--- config.mk ---
export PLATFORM = sky130hd
export DESIGN_NAME = ams_exec
export DESIGN_NICKNAME = d
export VERILOG_FILES = /design/src/hdl/ams_pkg.sv /design/src/hdl/ams_exec.sv
export SDC_FILE = /design/constraint.sdc
export NUM_CORES = 1
export LEC_CHECK = 0
export BUFFER_PORTS_ARGS = -buffer_cell sky130_fd_sc_hd__buf_2
export CAP_MARGIN = 20
export CORE_ASPECT_RATIO = 1.75
export CORE_MARGIN = 3
export CORE_UTILIZATION = 54
export DETAILED_ROUTE_END_ITERATION = 10
export PLACE_DENSITY = 0.81
export SETUP_SLACK_MARGIN = 0.2
export SYNTH_ARGS = -nofsm -noshare
export SYNTH_HDL_FRONTEND = slang
export SYNTH_SLANG_ARGS = --single-unit
--- constraint.sdc ---
create_clock -name vclk -period 16.41
set_input_delay 3.282 -clock vclk [all_inputs]
set_output_delay 3.282 -clock vclk [all_outputs]
set_load 0.02 [all_outputs]
--- src/hdl/ams_pkg.sv ---
// ----------------------------------------------------------------------------
// ams_pkg
// Opcodes, payload types and shared constants of the accumulator machine
// step block.
// ----------------------------------------------------------------------------
`timescale 1ns / 1ps
`default_nettype none

package ams_pkg;

   // Instruction opcodes. Codes above OP_STOP are invalid and halt with an error.
   localparam logic [3:0] OP_INPUT  = 4'd0;
   localparam logic [3:0] OP_LOAD   = 4'd1;
   localparam logic [3:0] OP_ADD    = 4'd2;
   localparam logic [3:0] OP_SUB    = 4'd3;
   localparam logic [3:0] OP_MULT   = 4'd4;
   localparam logic [3:0] OP_STORE  = 4'd5;
   localparam logic [3:0] OP_OUTPUT = 4'd6;
   localparam logic [3:0] OP_JUMPZ  = 4'd7;
   localparam logic [3:0] OP_JUMPP  = 4'd8;
   localparam logic [3:0] OP_JUMPN  = 4'd9;
   localparam logic [3:0] OP_JUMP   = 4'd10;
   localparam logic [3:0] OP_STOP   = 4'd11;

   // Program counter advance of every instruction that neither branches nor stops.
   localparam int PC_STEP = 2;

   // One instruction transaction.
   typedef struct packed {
      logic [3:0]  req_type;
      logic [7:0]  operand_addr;
      logic [15:0] input_value;
   } ams_req_type;

   // One result transaction.
   typedef struct packed {
      logic [7:0]         next_pc;
      logic signed [15:0] acc_value;
      logic [15:0]        out_word;
      logic               out_valid;
      logic               halted;
      logic               bad_opcode;
   } ams_rsp_type;

   // Sticky machine status.
   typedef struct packed {
      logic halted;
      logic bad_opcode;
   } ams_flags_type;

   // Data memory write request from the execute unit.
   typedef struct packed {
      logic        en;
      logic [15:0] data;
   } ams_wr_type;

   // Word shown by an OUTPUT instruction.
   typedef struct packed {
      logic        valid;
      logic [15:0] word;
   } ams_show_type;

endpackage

`default_nettype wire

--- src/hdl/ams_exec.sv ---
// ----------------------------------------------------------------------------
// ams_exec
// Execute unit: computes the machine state after one instruction from the
// current state and the data memory word at the operand address.
// ----------------------------------------------------------------------------
`timescale 1ns / 1ps
`default_nettype none

module ams_exec #(
   parameter int MEM_DEPTH = 256,
   parameter int AW        = $clog2(MEM_DEPTH)
) (
   input  logic [3:0]            op,
   input  logic [AW-1:0]         addr,
   input  logic [15:0]           input_value,
   input  logic [15:0]           operand,
   input  logic [AW-1:0]         pc,
   input  logic [15:0]           acc,
   input  ams_pkg::ams_flags_type flags,
   output logic [AW-1:0]         pc_next,
   output logic [15:0]           acc_next,
   output ams_pkg::ams_flags_type flags_next,
   output ams_pkg::ams_wr_type    mem_wr,
   output ams_pkg::ams_show_type  show
);

   logic [AW:0]   pc_sum;
   logic [AW-1:0] pc_adv;
   logic [31:0]   product;
   logic          acc_zero;
   logic          acc_neg;

   // Advance by two, wrapping at the memory depth.
   assign pc_sum = {1'b0, pc} + (AW + 1)'(ams_pkg::PC_STEP);
   assign pc_adv = (pc_sum >= (AW + 1)'(MEM_DEPTH)) ?
                   AW'(pc_sum - (AW + 1)'(MEM_DEPTH)) : pc_sum[AW-1:0];

   assign product  = {16'd0, acc} * {16'd0, operand};
   assign acc_zero = (acc == 16'd0);
   assign acc_neg  = acc[15];

   // Instruction decode and next state. A halted machine ignores the instruction.
   always_comb begin
      pc_next    = pc;
      acc_next   = acc;
      flags_next = flags;
      mem_wr     = '0;
      show       = '0;
      if (!flags.halted) begin
         unique case (op)
            ams_pkg::OP_INPUT: begin
               mem_wr.en   = 1'b1;
               mem_wr.data = input_value;
               pc_next     = pc_adv;
            end
            ams_pkg::OP_LOAD: begin
               acc_next = operand;
               pc_next  = pc_adv;
            end
            ams_pkg::OP_ADD: begin
               acc_next = acc + operand;
               pc_next  = pc_adv;
            end
            ams_pkg::OP_SUB: begin
               acc_next = acc - operand;
               pc_next  = pc_adv;
            end
            ams_pkg::OP_MULT: begin
               acc_next = product[15:0];
               pc_next  = pc_adv;
            end
            ams_pkg::OP_STORE: begin
               mem_wr.en   = 1'b1;
               mem_wr.data = acc;
               pc_next     = pc_adv;
            end
            ams_pkg::OP_OUTPUT: begin
               show.valid = 1'b1;
               show.word  = operand;
               pc_next    = pc_adv;
            end
            ams_pkg::OP_JUMPZ: begin
               pc_next = acc_zero ? addr : pc_adv;
            end
            ams_pkg::OP_JUMPP: begin
               pc_next = (!acc_zero && !acc_neg) ? addr : pc_adv;
            end
            ams_pkg::OP_JUMPN: begin
               pc_next = acc_neg ? addr : pc_adv;
            end
            ams_pkg::OP_JUMP: begin
               pc_next = addr;
            end
            ams_pkg::OP_STOP: begin
               flags_next.halted = 1'b1;
            end
            default: begin
               flags_next.halted     = 1'b1;
               flags_next.bad_opcode = 1'b1;
            end
         endcase
      end
   end

endmodule

`default_nettype wire

---- Word level (Yosys, flattened, before mapping) ----
Index checks and enable logic that the tools add are counted.
word-level totals
  register bits after elaboration ......... 0
  input bits .............................. 70
  output and inout port bits .............. 60
  logic and storage cells ................. 40
cells by class
  add/subtract/negate cells ............... 4
  $mul .................................... 1
  order comparisons ....................... 1
  equality and inequality tests ........... 11
  muxes and demuxes ....................... 15
  reduce and logical (&&, ||, !) cells .... 8
operators with widths
  operator                                                             number
  16-bit one-hot mux with 4 select lines                               1
  17-bit 2-to-1 mux                                                    3
  8-bit 2-to-1 mux                                                     5
  8-bit one-hot mux with 5 select lines                                1
  17-bit one-hot mux with 2 select lines                               1
  16-bit adder                                                         1
  4-bit by 3-bit == test with 1-bit output (second input constant)     4
  4-bit == test (second input constant)                                4
  16-bit logical NOT                                                   1
  16-bit by 16-bit multiplier with 16-bit output                       1
  16-bit 2-to-1 mux                                                    1
  16-bit subtractor                                                    1
  12-bit OR reduction                                                  1
  11-bit OR reduction                                                  1
  8-bit by 2-bit adder with 9-bit output (second input constant)       1
  9-bit greater-or-equal comparator (second input constant)            1
  4-bit by 2-bit == test with 1-bit output (second input constant)     2
  8-bit by 1-bit subtractor with 8-bit output (second input constant)  1
  7-bit OR reduction                                                   1
  4-bit by 1-bit == test with 1-bit output (second input constant)     1
  4-bit logical NOT                                                    1
  1-bit logical NOT                                                    2
  1-bit 2-to-1 mux                                                     2
  2-bit 2-to-1 mux                                                     1
  1-bit logical AND                                                    1

---- Depth between registers and ports, before layout ----
Gate-level depths: netlist of the first run.
  depth after elaboration ................. 6
  mapped depth ............................ 22

---- Least setup slack after synthesis of the first run ----
OpenSTA, ideal clock, no wires.
  kind .................................... input -> output
  from .................................... input port operand[1]
  to ...................................... output port acc_next[15]
  arrival time ............................ 8484 ps
  data required time ...................... 13128 ps
  path slack .............................. 4644 ps
  stages .................................. 20
  cells stage by stage .................... clkbuf_1 -> clkbuf_1 -> and2_1 -> fa_1 -> inv_1 -> fa_1 -> inv_1 -> fa_1 -> fa_1 -> inv_1 -> fa_1 -> fa_1 -> xor2_1 -> xnor2_1 -> xnor2_1 -> xnor2_1 -> xnor3_1 -> or3_1 -> a31oi_1 -> a31oi_1
on the way
  cells in the longest elaborated chain, start to end .. 3
  elaborated cells on any way between the ends .. 5
RTL lines
  item                                                                    RTL line        RTL
  start: declaration                                                      ams_exec.sv:16  input logic [15:0] operand,
  16-bit by 16-bit multiplier with 16-bit output (tied with other cells)  ams_exec.sv:38  assign product = {16'd0, acc} * {16'd0, operand};
  16-bit one-hot mux with 4 select lines *                                ams_exec.sv:50  unique case (op)
  16-bit 2-to-1 mux *                                                     ams_exec.sv:49  if (!flags.halted) begin
  end: declaration                                                        ams_exec.sv:21  output logic [15:0] acc_next,
Mark *: on every way between the ends. The rest lies on a longest branch, timed or not.

---- Final worst setup path of the first run ----
Ends and elaborated chain as after synthesis.

==> results of run 1 <==
[cells by family after synthesis]
family	Yosys count	share of synthesized area [%]
multiplexers	3	0.5074
buffers and inverters	171	11.06
adder cells (fa/ha/maj)	148	39.90
AO/OA/AOI/OAI	131	14.07
AND/OR/NAND/NOR	311	24.92
XOR/XNOR	63	9.539
[power by group through the flow]
stage / sequential [mW] / combinational [mW] / clock (mW)
5_1_grt: 0 / 0.870 / 0
2_1_floorplan: 0 / 0.603 / 0
4_1_cts: 0 / 0.773 / 0
6_report: 0 / 0.775 / 0
3_5_place_dp: 0 / 0.764 / 0
3_3_place_gp: 0 / 0.748 / 0
[cell type report]
type	instances	area, um2
fill	1027	4364
inverter	120	450.4
multi-input combinational	656	5507
tap	132	165.2
timing repair buffer	134	680.7
[critical path, stage by stage]
cell and delay, ps:
sky130_fd_sc_hd__buf_2 240, sky130_fd_sc_hd__and2_1 220, sky130_fd_sc_hd__fa_1 530, sky130_fd_sc_hd__inv_1 60
sky130_fd_sc_hd__fa_1 530, sky130_fd_sc_hd__inv_1 50, sky130_fd_sc_hd__fa_1 510, sky130_fd_sc_hd__fa_1 550
sky130_fd_sc_hd__inv_1 50, sky130_fd_sc_hd__fa_1 460, sky130_fd_sc_hd__fa_1 400, sky130_fd_sc_hd__xor2_1 160
sky130_fd_sc_hd__xnor2_1 200, sky130_fd_sc_hd__xnor2_1 160, sky130_fd_sc_hd__xnor2_1 140, sky130_fd_sc_hd__xnor3_1 430
sky130_fd_sc_hd__or3_1 320, sky130_fd_sc_hd__a31oi_1 180, sky130_fd_sc_hd__a31oi_1 100, sky130_fd_sc_hd__buf_2 170
[cell usage in the layout, fill, tap and decap left out, types with 21 or more instances in the layout]
master / n
sky130_fd_sc_hd__buf_2: 130
sky130_fd_sc_hd__inv_1: 120
sky130_fd_sc_hd__nand2_1: 107
sky130_fd_sc_hd__and2_1: 85
sky130_fd_sc_hd__fa_1: 81
sky130_fd_sc_hd__ha_1: 67
sky130_fd_sc_hd__nor2_1: 53
sky130_fd_sc_hd__xnor2_1: 38
sky130_fd_sc_hd__o21ai_0: 33
sky130_fd_sc_hd__a21oi_1: 27
sky130_fd_sc_hd__xor2_1: 21
[cells in the mapped netlist, drive strengths merged (3+ instances only)]
| master | n |
|---|---|
| a21o | 5 |
| a21oi | 27 |
| a221oi | 6 |
| a222oi | 8 |
| a22oi | 18 |
| a31oi | 6 |
| and2 | 86 |
| and3 | 6 |
| buf | 13 |
| clkbuf | 38 |
| fa | 81 |
| ha | 67 |
| inv | 120 |
| nand2 | 109 |
| nand2b | 3 |
| nand3 | 9 |
| nor2 | 53 |
| nor2b | 5 |
| nor3 | 12 |
| nor3b | 4 |
| nor4 | 7 |
| o21a | 7 |
| o21ai | 33 |
| o31ai | 6 |
| or2 | 4 |
| or3 | 8 |
| xnor2 | 41 |
| xor2 | 21 |
[worst min-delay path by stage]
stage	end	from
finish	flags_next[0]	flags[0]
global route	flags_next[0]	flags[0]
CTS	flags_next[0]	flags[0]
detailed placement	flags_next[0]	flags[0]
global placement	flags_next[0]	flags[0]
floorplan	acc_next[13]	acc[13]
[routing by layer]
layer / share of wire [%] / vias up
li1: - / 2840
met1: 36 / 2931
met4: 6.3 / 0
met3: 6.5 / 81
met5: 0 / -
met2: 51 / 303
[through the flow]
step / worst slack [ps] / cell area, um2
after floorplan: 4644 / 6165
after detailed placement: 4419 / 6803
after CTS: 4390 / 6803
after global routing: 4215 / 6803
after global placement: 4501 / 6803
final: 4406 / 6803
==> tab_implementation.tex, run 1 <==
\begin{tabular}{lr}
\hline
Metric & Value \\
\hline
\multicolumn{2}{l}{\textbf{Run status}} \\
\quad Status & complete, no violations \\
\multicolumn{2}{l}{\textbf{Synthesis}} \\
\quad Post-synthesis cell type count & 52 \\
\quad Area share of the largest cell type after synthesis & 26.30\% \\
\quad Top post-synthesis cells by area & sky130\_fd\_sc\_hd\_\_fa\_1 26\%, sky130\_fd\_sc\_hd\_\_ha\_1 14\%, sky130\_fd\_sc\_hd\_\_and2\_1 8.6\% \\
\quad Number of instances in the synthesized netlist & 827 \\
\quad Largest area contributor in the synthesized netlist & sky130\_fd\_sc\_hd\_\_fa\_1 \\
\quad Post-Syn Nets & 1045 \\
\quad Part of the Yosys area used for sequential elements & 0\% \\
\quad Synth warnings & 0 \\
\quad Combined area of all synthesized cells & 0.006165 mm2 \\
\quad Post-Syn Area per Cell & 7.454 um2 \\
\multicolumn{2}{l}{\textbf{Placement}} \\
\quad Count of input and output buffers & 130 \\
\quad Placed cell count & 1042 \\
\quad Final HPWL from detailed placement & 14440 um \\
\quad Routability-driven placement congestion ratio & 0.9146 \\
\multicolumn{2}{l}{\textbf{Timing}} \\
\quad Fin Setup TNS & 0 ps \\
\quad Max-Slew Margin vs Limit & 33.66\% \\
\quad RSZ-0062 raised after global routing & no \\
\quad Max frequency & 83.31 MHz \\
\quad Hold WS & 6881 ps \\
\quad Final critical path time including I/O delays and setup & 12000 ps \\
\quad Final setup violation count & 0 \\
\quad Max-slew violation total from the final report & 0 \\
\quad Fraction of the cycle the final worst path needs & 73.15\% \\
\quad Tightest Pin Transition & 990.8 ps \\
\quad Final-report hold violation count & 0 \\
\multicolumn{2}{l}{\textbf{Power and ir drop}} \\
\quad Switching portion of total power & 54.53\% \\
\quad Combinational share of power & 100.0\% \\
\quad Share of total power in the clock network & 0\% \\
\quad Overall Power & 0.7749 mW \\
\quad Leakage power total & 3.490 nW \\
\quad Maximum ir drop on the vdd rail & 111.3 uV \\
\quad Sequential share of power & 0\% \\
\quad Cell internal power dissipation & 0.3523 mW \\
\quad Total net switching power & 0.4226 mW \\
\quad Power density over cell area & 113.9 mW/mm2 \\
\multicolumn{2}{l}{\textbf{Final layout}} \\
\quad Count of placed standard cells in the final layout, fillers left out & 1042 \\
\quad Reg area & 0 um2 \\
\quad Layout sequential cell count & 0 \\
\quad Share of cells above drive strength 1 & 16.37\% \\
\quad Antenna cells & 0 \\
\quad Nets & 1130 \\
\quad Layout overhead on the synthesized area & 10.35\% \\
\quad Layout clock buffers & 0 \\
\quad Final core utilization & 60.92\% \\
\multicolumn{2}{l}{\textbf{Worst hold path}} \\
\quad Path class of the lowest-slack min-delay path & in2out \\
\quad WHS Path Cells & 3 \\
\multicolumn{2}{l}{\textbf{Critical path}} \\
\quad Arr. time, crit path & 8720 ps \\
\quad Capturing element type of the critical path & output pin \\
\quad Type of the worst setup path & in2out \\
\quad Critical Path Source & operand[1] \\
\quad Sort of element at the start of the critical path & primary input \\
\quad Required time worst endpoint & 13130 ps \\
\quad Highest fanout seen on the critical path & 20 \\
\quad Crit path capture & acc\_next[15] \\
\multicolumn{2}{l}{\textbf{Global routing}} \\
\quad Global routing usage on met2 & 51.84\% \\
\quad GR met3 Demand/Resource & 2.581\% \\
\quad Global-route wire length before repair & 30110 um \\
\quad Via count of the first global-routing pass & 6330 \\
\quad Antenna violations before repair & 0 \\
\quad Maximum number of pins on one net before global-route repair & 24 \\
\quad GR peak layer & met2 \\
\quad Overflow after GRT & 0 \\
\quad Global-route met1 utilization & 33.81\% \\
\quad Global routing usage summed across all routing layers & 29.07\% \\
\multicolumn{2}{l}{\textbf{Floorplan}} \\
\quad Initial core utilization & 55.20\% \\
\quad Total core area & 0.01117 mm2 \\
\quad Boundary pin count & 130 \\
\quad Die X-Extent & 86.77 um \\
\quad Die Span Y & 147.3 um \\
\quad Floorplan row count & 51 \\
\quad Total Die Area & 0.01278 mm2 \\
\multicolumn{2}{l}{\textbf{Clock tree}} \\
\quad Count of hold buffers inserted by post-cts repair & 0 \\
\quad Post-CTS sizing & 0 \\
\quad Number of buffers added for setup after CTS & 0 \\
\multicolumn{2}{l}{\textbf{Drt}} \\
\quad Average wire length per cell after detail routing & 17.59 um \\
\quad Vias per cell & 5.907 \\
\quad Initial DRT Pass Iterations & 5 \\
\quad Violation count after the first detailed-route iteration & 281 \\
\quad Total Routed Length & 18330 um \\
\quad Total via count after detailed routing & 6155 \\
\quad Drt drc & 0 \\
\quad Antenna viol nets, final & 0 \\
\multicolumn{2}{l}{\textbf{Run}} \\
\quad Max\_cap viols & 0 \\
\hline
\end{tabular}
Note: power is estimated with default switching activity, not from simulation.
==> run 2, diff against run 1 <==
Clock period 16.41 ns to 11.55 ns, I/O delays scaled along.
==> run 2 against run 1 <==
Wire length fell by 0.11%. Core utilization did not move. Sequential share of layout area did not move. Critical path type unchanged. Largest power group unchanged.
==> tab_implementation.tex, run 2 (synthesis gave the netlist of run 1 again) <==
\begin{tabular}{lr}
\hline
Metric & Value \\
\hline
\multicolumn{2}{l}{\textbf{Placement}} \\
\quad Worst setup slack after placement & 1507 ps (was 4419 ps) \\
\quad Routability-driven placement congestion ratio & 0.9146 (unchanged) \\
\quad Final HPWL from detailed placement & 14560 um (was 14440 um) \\
\quad Post-DP Area & 0.006803 mm2 (unchanged) \\
\quad Count of input and output buffers & 130 (unchanged) \\
\multicolumn{2}{l}{\textbf{Final layout}} \\
\quad Nets & 1130 (unchanged) \\
\quad Commonest non-fill, non-tap cells in the layout & 130 x sky130\_fd\_sc\_hd\_\_buf\_2, 120 x sky130\_fd\_sc\_hd\_\_inv\_1, 107 x sky130\_fd\_sc\_hd\_\_nand2\_1 (unchanged) \\
\quad Layout overhead on the synthesized area & 10.35\% (unchanged) \\
\quad Final core utilization & 60.92\% (unchanged) \\
\quad Post-layout instance area & 0.006803 mm2 (unchanged) \\
\quad Layout clock buffers & 0 (unchanged) \\
\quad Antenna cells & 0 (unchanged) \\
\quad Reg area & 0 um2 (unchanged) \\
\quad Layout sequential cell count & 0 (unchanged) \\
\quad Share of cells above drive strength 1 & 16.37\% (unchanged) \\
\quad Leading cell type in the layout, fill and taps excluded & sky130\_fd\_sc\_hd\_\_buf\_2 (unchanged) \\
\multicolumn{2}{l}{\textbf{Floorplan}} \\
\quad Initial core utilization & 55.20\% (unchanged) \\
\quad Total core area & 0.01117 mm2 (unchanged) \\
\quad Die X-Extent & 86.77 um (unchanged) \\
\quad Die Span Y & 147.3 um (unchanged) \\
\quad Floorplan row count & 51 (unchanged) \\
\quad Boundary pin count & 130 (unchanged) \\
\quad Total Die Area & 0.01278 mm2 (unchanged) \\
\multicolumn{2}{l}{\textbf{Global routing}} \\
\quad Antenna violations before repair & 0 (unchanged) \\
\quad Overflow after GRT & 0 (unchanged) \\
\quad Via count of the first global-routing pass & 6350 (was 6330) \\
\quad Global-route wire length before repair & 30350 um (was 30110 um) \\
\quad Maximum number of pins on one net before global-route repair & 24 (unchanged) \\
\quad Global routing usage summed across all routing layers & 29.41\% (was 29.07\%) \\
\multicolumn{2}{l}{\textbf{Run}} \\
\quad Max\_cap viols & 0 (unchanged) \\
\multicolumn{2}{l}{\textbf{Power and ir drop}} \\
\quad Switching portion of total power & 54.47\% (was 54.53\%) \\
\quad Maximum ir drop on the vdd rail & 171.7 uV (was 111.3 uV) \\
\quad Share of total power in the clock network & 0\% (about the same) \\
\quad Combinational share of power & 100.0\% (about the same) \\
\quad Total net switching power & 0.5997 mW (was 0.4226 mW) \\
\quad Power density over cell area & 161.8 mW/mm2 (was 113.9 mW/mm2) \\
\quad Sequential share of power & 0\% (about the same) \\
\quad Leakage power total & 3.490 nW (unchanged) \\
\quad Cell internal power dissipation & 0.5012 mW (was 0.3523 mW) \\
\multicolumn{2}{l}{\textbf{Critical path}} \\
\quad Arr. time, crit path & 7760 ps (was 8720 ps) \\
\quad Capturing element type of the critical path & output pin (unchanged) \\
\quad Type of the worst setup path & in2out (unchanged) \\
\quad Highest fanout seen on the critical path & 20 (unchanged) \\
\quad Sort of element at the start of the critical path & primary input (unchanged) \\
\quad Required time worst endpoint & 9240 ps (was 13130 ps) \\
\multicolumn{2}{l}{\textbf{Timing}} \\
\quad PnR worst setup slack & 1477 ps (was 4406 ps) \\
\quad Fin Setup TNS & 0 ps (unchanged) \\
\quad Final-report hold violation count & 0 (unchanged) \\
\quad Tightest Pin Transition & 996.9 ps (was 990.8 ps) \\
\quad Hold WS & 4940 ps (was 6881 ps) \\
\quad Fraction of the cycle the final worst path needs & 87.21\% \\
\quad Max frequency & 99.27 MHz \\
\quad Final setup violation count & 0 (unchanged) \\
\quad Final critical path time including I/O delays and setup & 10070 ps \\
\quad RSZ-0062 raised after global routing & no (unchanged) \\
\quad Max-slew violation total from the final report & 0 (unchanged) \\
\quad Max-Slew Margin vs Limit & 33.25\% (was 33.66\%) \\
\multicolumn{2}{l}{\textbf{Drt}} \\
\quad Length of routed met3 wiring & 1183 um (was 1190 um) \\
\quad Length of routed wiring on met1 & 6442 um (was 6552 um) \\
\quad Average wire length per cell after detail routing & 17.57 um (was 17.59 um) \\
\quad Total Routed Length & 18310 um (was 18330 um) \\
\quad Vias per cell & 5.866 (was 5.907) \\
\quad Highest routing layer actually used & met4 (unchanged) \\
\quad Violation count after the first detailed-route iteration & 326 (was 281) \\
\quad Met2 routed wirelength & 9711 um (was 9436 um) \\
\quad Initial DRT Pass Iterations & 6 (was 5) \\
\quad Drt drc & 0 (unchanged) \\
\quad Antenna viol nets, final & 0 (unchanged) \\
\quad Total via count after detailed routing & 6112 (was 6155) \\
\multicolumn{2}{l}{\textbf{Clock tree}} \\
\quad Post-CTS sizing & 0 (unchanged) \\
\quad Count of hold buffers inserted by post-cts repair & 0 (unchanged) \\
\quad Number of buffers added for setup after CTS & 0 (unchanged) \\
\multicolumn{2}{l}{\textbf{Run status}} \\
\quad Status & complete, no violations (unchanged) \\
\multicolumn{2}{l}{\textbf{Worst hold path}} \\
\quad Path class of the lowest-slack min-delay path & in2out (unchanged) \\
\hline
\end{tabular}
[run 2: cell counts in the layout (fill, tap and decap cells not counted)]
Identical to the previous run, type by type.
[run 2: power groups by stage]
stage / Clock, mW / Combinational (mW) / Sequential [mW]
final: 0 / 1.10 / 0
after global routing: 0 / 1.24 / 0
after CTS: 0 / 1.10 / 0
after detailed placement: 0 / 1.09 / 0
after global placement: 0 / 1.06 / 0
after floorplan: 0 / 0.857 / 0
[run 2: metrics by stage]
step | power (mW) | std cells
2_1_floorplan | 0.8574 | 827
3_3_place_gp | 1.063 | 1042
3_5_place_dp | 1.088 | 1042
4_1_cts | 1.100 | 1042
5_1_grt | 1.238 | 1042
6_report | 1.101 | 1042
[run 2: worst paths after layout]
check	startpoint	to	slack (ps)	depth (start not counted)
worst min-delay path	flags[0]	flags_next[0]	4940	3
worst max-delay path	operand[1]	acc_next[15]	1480	20
[run 2: layer usage]
layer	global-route usage, %	up-vias
met3	2.525	64
met1	33.62	2927
li1	-	2839
met4	13.57	0
met2	53.76	282
met5	0	-
[run 2: final cells by class]
type	count	area, um2
well taps	132	165.2
fillers	998	4364
repair buffers	134	680.7
multi-input cells	656	5507
inverters	120	450.4
[run 2: worst max-delay path: stages]
cell                      delay, ps
sky130_fd_sc_hd__buf_2          240
sky130_fd_sc_hd__and2_1         220
sky130_fd_sc_hd__fa_1           530
sky130_fd_sc_hd__inv_1           60
sky130_fd_sc_hd__fa_1           530
sky130_fd_sc_hd__inv_1           50
sky130_fd_sc_hd__fa_1           510
sky130_fd_sc_hd__fa_1           550
sky130_fd_sc_hd__inv_1           50
sky130_fd_sc_hd__fa_1           460
sky130_fd_sc_hd__fa_1           400
sky130_fd_sc_hd__xor2_1         160
sky130_fd_sc_hd__xnor2_1        190
sky130_fd_sc_hd__xnor2_1        160
sky130_fd_sc_hd__xnor2_1        140
sky130_fd_sc_hd__xnor3_1        430
sky130_fd_sc_hd__or3_1          320
sky130_fd_sc_hd__a31oi_1        180
sky130_fd_sc_hd__a31oi_1        100
sky130_fd_sc_hd__buf_2          170
